$ cat config.mk
export PLATFORM = sky130hd
export DESIGN_NAME = multi_queue_linked_buffer
export DESIGN_NICKNAME = d
export VERILOG_FILES = /design/src/hw/rtl/mqlb_pkg.sv /design/src/hw/rtl/mqlb_node_store.sv /design/src/hw/rtl/multi_queue_linked_buffer.sv
export SDC_FILE = /design/constraint.sdc
export NUM_CORES = 2
export LEC_CHECK = 0
export ABC_AREA = 1
export BUFFER_PORTS_ARGS = -buffer_cell sky130_fd_sc_hd__buf_2
export CAP_MARGIN = 20
export CORE_AREA = 2 2 568 570
export DETAILED_ROUTE_END_ITERATION = 12
export DIE_AREA = 0 0 570 572
export GPL_ROUTABILITY_DRIVEN = 0
export HOLD_SLACK_MARGIN = 0.15
export MAX_ROUTING_LAYER = met4
export REMOVE_ABC_BUFFERS = 1
export SYNTH_ARGS = -nofsm -noshare
export SYNTH_HDL_FRONTEND = slang
export SYNTH_SLANG_ARGS = --single-unit
$ cat constraint.sdc
create_clock -name clk -period 11.5 [get_ports clk]
set_clock_uncertainty 0.2 [all_clocks]
set_input_delay 1.725 -clock clk [delete_from_list [all_inputs] [get_ports clk]]
set_output_delay 1.725 -clock clk [all_outputs]
set_load 0.01 [all_outputs]
$ cat src/hw/rtl/mqlb_pkg.sv
// Shared types and constants for the multi-queue linked buffer.
`timescale 1ns / 1ps

package mqlb_pkg;

  // Command codes on the command port.
  localparam logic CMD_ENQ = 1'b0;
  localparam logic CMD_DEQ = 1'b1;

  // Result status codes.
  typedef enum logic [1:0] {
    ST_ENQ   = 2'd0,
    ST_DEQ   = 2'd1,
    ST_EMPTY = 2'd2,
    ST_FULL  = 2'd3
  } status_t;

  // Sequencer states.
  typedef enum logic [1:0] {
    S_IDLE,
    S_LOOK,
    S_DEQ
  } state_t;

  // Payload held in one pool node.
  typedef struct packed {
    logic signed [31:0] key;
    logic [7:0]         chr;
  } item_t;

  localparam logic signed [31:0] EMPTY_KEY  = -32'sd1;
  localparam logic [7:0]         EMPTY_CHAR = 8'd32;

endpackage

$ cat src/hw/rtl/mqlb_node_store.sv
// Node pool storage: payload memory and link memory, one shared read address.
`timescale 1ns / 1ps

module mqlb_node_store #(
  parameter int POOL_NODES = 64,
  parameter int NW = 6
) (
  input  logic            clk,
  input  logic            rd_en,
  input  logic [NW-1:0]   rd_addr,
  output mqlb_pkg::item_t rd_item,
  output logic [NW-1:0]   rd_next,
  input  logic            item_we,
  input  logic [NW-1:0]   item_addr,
  input  mqlb_pkg::item_t item_wdata,
  input  logic            next_we,
  input  logic [NW-1:0]   next_addr,
  input  logic [NW-1:0]   next_wdata
);

  mqlb_pkg::item_t item_mem [POOL_NODES];
  logic [NW-1:0]   next_mem [POOL_NODES];

  always_ff @(posedge clk) begin
    if (item_we) begin
      item_mem[item_addr] <= item_wdata;
    end
    if (rd_en) begin
      rd_item <= item_mem[rd_addr];
    end
  end

  always_ff @(posedge clk) begin
    if (next_we) begin
      next_mem[next_addr] <= next_wdata;
    end
    if (rd_en) begin
      rd_next <= next_mem[rd_addr];
    end
  end

endmodule

$ cat src/hw/rtl/multi_queue_linked_buffer.sv
// Top level: several FIFO queues kept as linked lists over one shared node pool.
// Enqueue, empty dequeue and dropped beats take the accepting edge into S_LOOK, and strobe is
// registered from S_LOOK; a data dequeue passes through S_DEQ before strobe is registered.
// A new command is taken only in S_IDLE (busy is low), after the queue table read and,
// for a data dequeue, the dependent head node read.
// Reset (rst, synchronous): all queues empty, free list empty, fresh count zero.
// The receiver cannot stall; each result is shown for exactly one cycle.
`timescale 1ns / 1ps

module multi_queue_linked_buffer #(
  parameter int NUM_QUEUES = 16,
  parameter int POOL_NODES = 64
) (
  input  logic               clk,
  input  logic               rst,
  input  logic               start,
  output logic               busy,
  input  logic               command,
  input  logic [3:0]         queue_index,
  input  logic signed [31:0] data_key,
  input  logic [7:0]         data_char,
  output logic               strobe,
  output logic [1:0]         status,
  output logic signed [31:0] out_key,
  output logic [7:0]         out_char
);

  // Widths: node pointer, node counters (hold POOL_NODES itself), queue address.
  localparam int NW = $clog2(POOL_NODES);
  localparam int CW = $clog2(POOL_NODES + 1);
  localparam int QW = (NUM_QUEUES > 1) ? $clog2(NUM_QUEUES) : 1;
  localparam logic [CW-1:0] POOL_CNT = CW'(POOL_NODES);
  localparam logic [CW-1:0] ONE_CNT  = CW'(1);

  mqlb_pkg::state_t state, state_next;

  // Accepted command, held for the duration of the beat.
  logic            cmd_r;
  logic [QW-1:0]   q_r;
  logic            q_ok_r;
  mqlb_pkg::item_t item_r;

  // Queue table: {head, tail} per queue, synchronous read.
  logic [2*NW-1:0] qt_mem [NUM_QUEUES];
  logic [2*NW-1:0] qt_rdata;
  logic            qt_we;
  logic [2*NW-1:0] qt_wdata;
  logic [NW-1:0]   q_head, q_tail;

  // Per-queue non-empty flags live in flops so reset clears them at once.
  logic [NUM_QUEUES-1:0] nonempty;
  logic                  ne_set, ne_clr;
  logic                  q_nonempty;

  // Free list and never-used node count.
  logic [NW-1:0] free_head, free_head_next;
  logic [CW-1:0] free_len, free_len_next;
  logic [CW-1:0] fresh_count, fresh_count_next;

  // Node store ports.
  logic            ns_rd_en;
  logic [NW-1:0]   ns_rd_addr;
  mqlb_pkg::item_t ns_rd_item;
  logic [NW-1:0]   ns_rd_next;
  logic            ns_item_we;
  logic [NW-1:0]   ns_item_addr;
  logic            ns_next_we;
  logic [NW-1:0]   ns_next_addr;
  logic [NW-1:0]   ns_next_wdata;

  // Result registers.
  logic                  res_vld_next;
  mqlb_pkg::status_t     res_st, res_st_next;
  logic signed [31:0]    res_key, res_key_next;
  logic [7:0]            res_chr, res_chr_next;

  logic          accept;
  logic          pool_avail;
  logic [NW-1:0] new_node;

  assign busy   = (state != mqlb_pkg::S_IDLE);
  assign accept = start && !busy;

  assign q_head     = qt_rdata[2*NW-1:NW];
  assign q_tail     = qt_rdata[NW-1:0];
  assign q_nonempty = q_ok_r && nonempty[q_r];

  // Free list first, then the next never-used node.
  assign pool_avail = (free_len != '0) || (fresh_count < POOL_CNT);
  assign new_node   = (free_len != '0) ? free_head : fresh_count[NW-1:0];

  // Capture the command and launch the table read and free-list link read.
  always_ff @(posedge clk) begin
    if (accept) begin
      cmd_r      <= command;
      q_r        <= QW'(queue_index);
      q_ok_r     <= ({28'd0, queue_index} < 32'(NUM_QUEUES));
      item_r.key <= data_key;
      item_r.chr <= data_char;
      qt_rdata   <= qt_mem[QW'(queue_index)];
    end
    if (qt_we) begin
      qt_mem[q_r] <= qt_wdata;
    end
  end

  mqlb_node_store #(
    .POOL_NODES (POOL_NODES),
    .NW         (NW)
  ) u_nodes (
    .clk        (clk),
    .rd_en      (ns_rd_en),
    .rd_addr    (ns_rd_addr),
    .rd_item    (ns_rd_item),
    .rd_next    (ns_rd_next),
    .item_we    (ns_item_we),
    .item_addr  (ns_item_addr),
    .item_wdata (item_r),
    .next_we    (ns_next_we),
    .next_addr  (ns_next_addr),
    .next_wdata (ns_next_wdata)
  );

  // Next state.
  always_comb begin
    state_next = state;
    case (state)
      mqlb_pkg::S_IDLE: begin
        if (accept) state_next = mqlb_pkg::S_LOOK;
      end
      mqlb_pkg::S_LOOK: begin
        if (cmd_r == mqlb_pkg::CMD_DEQ && q_nonempty) state_next = mqlb_pkg::S_DEQ;
        else state_next = mqlb_pkg::S_IDLE;
      end
      mqlb_pkg::S_DEQ: state_next = mqlb_pkg::S_IDLE;
      default: state_next = mqlb_pkg::S_IDLE;
    endcase
  end

  // Datapath controls, memory writes and result values.
  always_comb begin
    ns_rd_en         = accept;
    ns_rd_addr       = free_head;     // link of the free-list head, for a pop
    ns_item_we       = 1'b0;
    ns_item_addr     = new_node;
    ns_next_we       = 1'b0;
    ns_next_addr     = q_tail;
    ns_next_wdata    = new_node;
    qt_we            = 1'b0;
    qt_wdata         = qt_rdata;
    ne_set           = 1'b0;
    ne_clr           = 1'b0;
    free_head_next   = free_head;
    free_len_next    = free_len;
    fresh_count_next = fresh_count;
    res_vld_next     = 1'b0;
    res_st_next      = res_st;
    res_key_next     = res_key;
    res_chr_next     = res_chr;
    case (state)
      mqlb_pkg::S_LOOK: begin
        if (cmd_r == mqlb_pkg::CMD_ENQ) begin
          res_vld_next = 1'b1;
          res_key_next = '0;
          res_chr_next = '0;
          if (q_ok_r && pool_avail) begin
            res_st_next = mqlb_pkg::ST_ENQ;
            ns_item_we  = 1'b1;
            // Append behind the old tail, or start a new list.
            ns_next_we  = q_nonempty;
            qt_we       = 1'b1;
            qt_wdata    = {(q_nonempty ? q_head : new_node), new_node};
            ne_set      = 1'b1;
            if (free_len != '0) begin
              free_len_next  = free_len - ONE_CNT;
              free_head_next = (free_len == ONE_CNT) ? '0 : ns_rd_next;
            end else begin
              fresh_count_next = fresh_count + ONE_CNT;
            end
          end else begin
            res_st_next = mqlb_pkg::ST_FULL;
          end
        end else if (q_nonempty) begin
          // Fetch the head node; the result is formed in S_DEQ.
          ns_rd_en   = 1'b1;
          ns_rd_addr = q_head;
        end else begin
          res_vld_next = 1'b1;
          res_st_next  = mqlb_pkg::ST_EMPTY;
          res_key_next = mqlb_pkg::EMPTY_KEY;
          res_chr_next = mqlb_pkg::EMPTY_CHAR;
        end
      end
      mqlb_pkg::S_DEQ: begin
        res_vld_next = 1'b1;
        res_st_next  = mqlb_pkg::ST_DEQ;
        res_key_next = ns_rd_item.key;
        res_chr_next = ns_rd_item.chr;
        if (q_head == q_tail) begin
          ne_clr = 1'b1;
        end else begin
          qt_we    = 1'b1;
          qt_wdata = {ns_rd_next, q_tail};
        end
        // Push the freed node onto the free list.
        ns_next_we     = 1'b1;
        ns_next_addr   = q_head;
        ns_next_wdata  = free_head;
        free_head_next = q_head;
        if (free_len < POOL_CNT) free_len_next = free_len + ONE_CNT;
      end
      default: begin
      end
    endcase
  end

  always_ff @(posedge clk) begin
    if (rst) begin
      state       <= mqlb_pkg::S_IDLE;
      nonempty    <= '0;
      free_head   <= '0;
      free_len    <= '0;
      fresh_count <= '0;
      strobe      <= 1'b0;
    end else begin
      state       <= state_next;
      free_head   <= free_head_next;
      free_len    <= free_len_next;
      fresh_count <= fresh_count_next;
      strobe      <= res_vld_next;
      if (ne_set) nonempty[q_r] <= 1'b1;
      if (ne_clr) nonempty[q_r] <= 1'b0;
    end
  end

  always_ff @(posedge clk) begin
    res_st  <= res_st_next;
    res_key <= res_key_next;
    res_chr <= res_chr_next;
  end

  assign status   = res_st;
  assign out_key  = res_key;
  assign out_char = res_chr;

  // A result only ever follows a cycle of work.
  a_strobe_after_work: assert property (@(posedge clk) disable iff (rst)
    strobe |-> $past(state != mqlb_pkg::S_IDLE))
    else $error("result strobe without a command in flight");

  // An accepted command always gets the sequencer going.
  a_accept_busy: assert property (@(posedge clk) disable iff (rst)
    accept |=> (state == mqlb_pkg::S_LOOK))
    else $error("accepted beat did not start work");

  // Node bookkeeping never claims more nodes than the pool holds.
  a_pool_bounds: assert property (@(posedge clk) disable iff (rst)
    (free_len <= fresh_count) && (fresh_count <= POOL_CNT))
    else $error("free list or fresh count out of range");

  // A dropped enqueue on a valid queue means the pool is truly exhausted.
  a_full_real: assert property (@(posedge clk) disable iff (rst)
    (state == mqlb_pkg::S_LOOK && cmd_r == mqlb_pkg::CMD_ENQ && q_ok_r && !pool_avail)
    |-> (free_len == '0 && fresh_count == POOL_CNT))
    else $error("pool reported full while nodes remain");

endmodule
## Word level (Yosys, flattened, before mapping)

Memories as Yosys holds them, arrays and structs flattened. A register that Yosys moved wholly into a read port is not among the register bits.
Cells that the tools add are included.

| cells by class | value |
|---|---|
| add/sub/neg operators | 3 |
| order comparisons | 4 |
| eq/ne operators | 10 |
| mux-type cells | 63 |
| bitwise gates (word level) | 5 |
| reductions and logical operators | 13 |

Operators by type and width:

| kind | count |
|---|---|
| $mux W6 | 11 |
| $mux W32 | 2 |
| $pmux W32 S2 | 1 |
| $mux W16 | 3 |
| $mux W12 | 3 |
| $mux W7 | 4 |
| $pmux W12 S2 | 1 |
| $mux W1 | 21 |
| $and A16 B16 Y16 | 1 |
| $mux W8 | 2 |
| $not A16 Y16 | 1 |
| $or A16 B16 Y16 | 1 |
| $pmux W8 S2 | 1 |
| $add A7 B1 Y7 const B | 2 |
| $lt A7 B7 Y1 const B | 2 |
| $pmux W7 S2 | 1 |
| $pmux W6 S2 | 1 |
| $mux W2 | 5 |
| $ne A2 B2 Y1 const B | 5 |
| $pmux W2 S2 | 2 |
| $reduce_and A4 Y1 | 2 |
| $eq A7 B1 Y1 const B | 1 |
| $reduce_bool A7 Y1 | 1 |
| $sub A7 B1 Y7 const B | 1 |
| 17 further kinds | 23 |

| storage, ports and cells | value |
|---|---|
| register bits after elaboration | 126 |
| RAM bits | 3136 |
| bits of input ports | 48 |
| output and inout bits | 44 |
| word-level logic and storage cells | 114 |
| memories | 3 |

Memory list:

| name | depth | width | read ports | clocked after Yosys merged registers in | write ports | line | RTL |
|---|---|---|---|---|---|---|---|
| u_nodes.item_mem | 64 | 40 | 1 | 1 | 1 | mqlb_node_store.sv:21 | `mqlb_pkg::item_t item_mem [POOL_NODES];` |
| u_nodes.next_mem | 64 | 6 | 1 | 1 | 1 | mqlb_node_store.sv:22 | `logic [NW-1:0] next_mem [POOL_NODES];` |
| qt_mem | 16 | 12 | 1 | 1 | 1 | multi_queue_linked_buffer.sv:44 | `logic [2*NW-1:0] qt_mem [NUM_QUEUES];` |

## Logic depth before layout (Yosys ltp)

| depth | value |
|---|---|
| depth in word-level cells | 9 |
| depth in mapped cells | 22 |
| gate-level depth less buffers | 19 |

## Hierarchy

From an unflattened synthesis, not the netlist that was laid out.

| unflattened totals | value |
|---|---|
| cells, all modules | 11010 |
| area total of the unflattened synthesis | 133988.5 um2 |

By module, submodules not included:

| module | instances | cells each | area an instance (um2) | seq. area each (um2) |
|---|---|---|---|---|
| mqlb_node_store | 1 | 9787 | 119880.0 | 89786.1 |
| multi_queue_linked_buffer | 1 | 1223 | 14108.5 | 9519.1 |

## Least setup slack after synthesis

No wires, ideal clock.

| path | value |
|---|---|
| path type | register to register |
| start | reg free_len[0] |
| end | mem u_nodes.next_mem[0][1] (data pin) |
| library setup time | 0.702 ns |
| arrival time | 3.980 ns |
| data required time | 10.598 ns |
| slack | 6.617 ns |
| cell stages (with the launch flop) | 10 |
| path buffers | 1 |
| period minus slack after synthesis | 4.883 ns |
| cell sequence | dfxtp_1 inv_1 ha_1 inv_1 nor3_1 nand2_1 clkbuf_1 nor2_1 a21oi_1 o21ai_0 |

| between the ends | value |
|---|---|
| longest elaborated chain between the ends | 3 |

RTL lines:

| what | line | RTL |
|---|---|---|
| from (decl) | multi_queue_linked_buffer.sv:57 | `logic [CW-1:0] free_len, free_len_next;` |
| from (signal assigned) | multi_queue_linked_buffer.sv:228 | `free_len <= free_len_next;` |
| $reduce_bool A7 Y1 | multi_queue_linked_buffer.sv:90 | `assign new_node = (free_len != '0) ? free_head : fresh_count[NW-1:0];` |
| $mux W6 | multi_queue_linked_buffer.sv:90 |  |
| $mux W6 | multi_queue_linked_buffer.sv:160 | `case (state)` |
| via ns_next_wdata[1] | multi_queue_linked_buffer.sv:69 | `logic [NW-1:0] ns_next_wdata;` |
| to (decl) | mqlb_node_store.sv:22 |  |

The timed path passes the listed nets, and every way through them passes these cells.

## Final worst setup path

| path | value |
|---|---|
| start | reg q_r[0] |
| end | reg, netlist name u_nodes.rd_item[7] |

| between the ends | value |
|---|---|
| longest elaborated chain between the ends | 5 |
| elaborated cells on any way between the ends | 8 |
| those cells by class | mux (8) |

RTL lines:

| what | line | RTL |
|---|---|---|
| from (decl) | multi_queue_linked_buffer.sv:39 | `logic [QW-1:0] q_r;` |
| from (signal assigned) | multi_queue_linked_buffer.sv:96 | `q_r <= QW'(queue_index);` |
| $bmux W1 S4 * | multi_queue_linked_buffer.sv:86 | `assign q_nonempty = q_ok_r && nonempty[q_r];` |
| $mux W1 (not written as such) * | multi_queue_linked_buffer.sv:86 |  |
| $mux W6 or $mux W1 (tied branches) | multi_queue_linked_buffer.sv:183 | `end else if (q_nonempty) begin` |
| $mux W6 or $mux W1 (tied branches) | multi_queue_linked_buffer.sv:162 | `if (cmd_r == mqlb_pkg::CMD_ENQ) begin` |
| $mux W6 or $mux W1 (tied branches) | multi_queue_linked_buffer.sv:160 |  |

Mark *: on every way between the ends. The rest lies on a longest branch, timed or not. The select of a mux whose other input is x is not followed.
A chain may end at the register's enable or synchronous reset.

==> metrics.md <==
| Metric | Value |
|---|---|
| Status | finished, final reports clean |
| Vias per inst | 5.316 |
| Yosys top cell by area | edfxtp_1 |
| # resized after CTS | 0 |
| WL final | 421,600 µm |
| DR WL/cell | 23.30 µm |
| Max Root-Sink Buffers | 4 |
| Layout area overhead | 11.08% |
| Setup Viol. Count Final | 0 |
| Slew margin rel. | 0.2174 |
| Critical Path Most Common Cell | nand2_1 |
| Tot Pwr | 28.10 mW |
| Worst-path cell chain | inv_2, nand2_1, nand2_1, nand2_1, nand2_1, nand2_1, nand2_1, o21ai_4, inv_2, o21ai_4, buf_12, buf_4, buf_4, nand3_1, nand3_1, nand3_1, nand3_1, nand2_1 |
| Crit path largest cell delay | 0.86 ns |
| DRT iter0 DRCs | 11,958 |
| CTS tree | done |
| Post-DRT Antenna Nets | 0 |
| Critical path capture point type | flip-flop |
| Total core area | 0.3198 mm² |
| Io pins | 92 |
| Post-CTS Setup Inserts | 0 |
| Netlist cell types | 36 |
| Asr flop ratio synth | 0 |
| CTS sink cnt | 3,320 |
| Nets | 13,673 |
| Pleak | 66.14 nW |
| Main synth FF type | edfxtp_1 |
| Worst hold path type | flip-flop to flip-flop |
| Count of port buffers added during placement | 91 |
| Total grt overflow | 0 |
| Area after DPL | 0.1488 mm² |
| Synth top area cells | edfxtp_1 69%, nand3_1 10%, nand2_1 8.5%, inv_1 7.5%, buf_2 1.3% |
| Final hold vios | 0 |
| DRC | 0 |
| Slowest cell on crit path | o21ai_4 |
| Grt met3 use | 0.04237 |
| Die H | 572 µm |
| Initial core utilization | 0.4488 |
| Fmax | 161.7 MHz |
| Hold Slack | 0.2896 ns |
| Placed cells | 17,466 |
| Design Area, Final | 0.1594 mm² |
| Initial antenna violation count | 18 |
| Setup CP Type | flip-flop to flip-flop |
| Hold_buf cts | 0 |
| Unrepaired setup endpoints after global routing | false |
| Vias | 96,176 |
| MaxCap Viol Count | 0 |
| CP Launch Type | flip-flop |
| Worst path arrival time | 6.66 ns |
| First-pass DRT Iterations | 8 |
| Pins Over Slew Limit | 0 |
| Chip width | 570 µm |
| CTS Buf Count | 347 |
| Grt met2 use | 0.3976 |
| Die area | 0.3260 mm² |
| Power density over the cells | 176.2 mW/mm² |
| Non-Filler Instances | 18,092 |
| Hpwl dp | 212,800 µm |
| Yosys reg bits | 3,320 |
| Period utilization | 0.5378 |
| CTS H-tree depth | 5 |
| Worst-skew pair later-pin latency | 0.95 ns |
| Total track usage | 0.2621 |
| Seq/Total Area, Yosys | 0.6918 |
| Cell area after synthesis | 0.1435 mm² |
| YS warnings | 0 |
| Worst slew pin tran | 1.174 ns |
| Largest net degree at the start of global routing | 184 |
| Root Buffer | clkbuf_16 |
| Yosys top cell area share | 0.6864 |
| Fin crit period | 6.185 ns |
| First-pass GRT wire length | 608,200 µm |
| Busiest grt layer | met2 |
| Post-synth EDFFs | 3,281 |
| Std cell rows | 208 |
| Met1 usage | 0.3628 |
| Fillers | 27,982 |
| Final setup TNS | 0 ns |
| Syn Inst Count | 13,629 |
| Vias in the first global route | 88,555 |
| Clock slew seen by the registers of the worst setup and hold paths | 0.06 ns |
| Layout cells sized above 1 | 0.06574 |
| Syn_area_per_cell | 10.53 µm² |
| Required @ worst endpoint | 11.98 ns |
| Max FO, Critical Path | 138 |
| VDD IR-drop max | 0.0001378 V |
-- report_power, final --
part,total (mW),switching [mW],internal (mW)
clock,10.6,4.70,5.95
combinational,3.80,2.87,0.932
sequential,13.6,0.0580,13.6
-- area by class of cell --
type | count | area (µm²) | area share
antenna | 5 | 12.51 | 0.00007847
clock buffer | 437 | 9191 | 0.05764
clock inverter | 181 | 1354 | 0.008491
timing repair buffer | 346 | 2761 | 0.01732
tap | 4200 | 5255 | 0.03296
multi-input combinational | 6737 | 30780 | 0.1930
inverter | 2866 | 10790 | 0.06768
sequential | 3320 | 99310 | 0.6228
-- per-layer routing --
metal | vias to the layer above | wire (µm)
met1 | 46531 | 177100
met4 | 0 | 13740
li1 | 44471 | -
met3 | 755 | 40370
met2 | 4419 | 190400
met5 | - | 0
-- worst max-delay path: cells and delay by family (launching register included) --
kind / cells / cell delay, ns
compound gates: 2 / 1.24
simple gates: 11 / 1.09
flops: 1 / 0.58
buf+inv: 5 / 2.56
-- cell usage in the layout, fill, tap and decap left out, drive strengths merged --
master,count
buf,346
nor4,3
xnor2,1
a22oi,6
nor3,26
a21oi,93
o22ai,6
xor2,3
a2111oi,1
edfxtp,3281
nand2,3261
nand4,19
a211oi,18
diode,5
mux2i,48
o21ai,114
bufinv,13
a31oi,6
clkinvlp,3
clkinv,159
ha,7
or2,1
and3,2
dfxtp,39
inv,2872
clkbuf,437
nand3,2890
nor2,183
o211ai,49
-- worst paths after layout --
path / end / cells past startpoint / startpoint / slack [ns]
setup / recovery: u_nodes.rd_item[7]$_DFFE_PP_ / 18 / q_r[0]$_DFFE_PP_ / 5.32
setup reg to reg: u_nodes.rd_item[7]$_DFFE_PP_ / 18 / q_r[0]$_DFFE_PP_ / 5.32
hold reg to reg: fresh_count[1]$_SDFFE_PP0P_ / 2 / fresh_count[1]$_SDFFE_PP0P_ / 0.29
hold / removal: fresh_count[1]$_SDFFE_PP0P_ / 2 / fresh_count[1]$_SDFFE_PP0P_ / 0.29
-- cell families (layout without fill, tap and decap cells) --
kind of cell / after synthesis / in the layout / share of synthesized area
AO/OA/AOI/OAI: 293 / 293 / 0.01185
XOR/XNOR: 4 / 4 / 0.0002441
adder cells (fa/ha/maj): 7 / 7 / 0.0006101
buffers and inverters: 3572 / 3830 / 0.09925
flip-flops: 3320 / 3320 / 0.6918
multiplexers: 48 / 48 / 0.003347
other: 0 / 5 / 0
AND/OR/NAND/NOR: 6385 / 6385 / 0.1929
-- Yosys cell counts (3+ instances only) --
| master | count |
|---|---|
| nor3_1 | 26 |
| o21ai_2 | 3 |
| mux2i_1 | 48 |
| nor4_1 | 3 |
| nand4_1 | 19 |
| xor2_1 | 3 |
| o22ai_1 | 6 |
| o21ai_0 | 104 |
| clkbuf_1 | 199 |
| nand3_1 | 2890 |
| buf_4 | 83 |
| nor2_1 | 182 |
| buf_1 | 54 |
| o211ai_1 | 49 |
| a22oi_1 | 6 |
| a31oi_1 | 6 |
| ha_1 | 7 |
| nand2_1 | 3258 |
| a21oi_1 | 93 |
| dfxtp_1 | 39 |
| inv_2 | 3 |
| buf_6 | 10 |
| edfxtp_1 | 3281 |
| a211oi_1 | 18 |
| nand2_2 | 3 |
| inv_1 | 2860 |
| buf_2 | 360 |
| o21ai_1 | 5 |
-- registers in the layout (all words and copies together), names as in the netlist --
signal	flops
item_r	40
strobe	1
u_nodes.item_mem	2560
u_nodes.rd_next	6
state	2
nonempty	16
cmd_r	1
qt_rdata	12
q_r	4
status	2
free_head	6
fresh_count	7
qt_mem	192
u_nodes.next_mem	384
free_len	7
out_key	32
u_nodes.rd_item	40
out_char	8
-- stage by stage --
step,util,worst slack [ns]
6_report,0.4985,5.315
5_1_grt,0.4985,5.050
4_1_cts,0.4983,5.421
3_5_place_dp,0.4653,5.474
3_3_place_gp,0.4647,5.459
2_1_floorplan,-,-6.259
No activity file was read; power rests on OpenSTA's default activity.
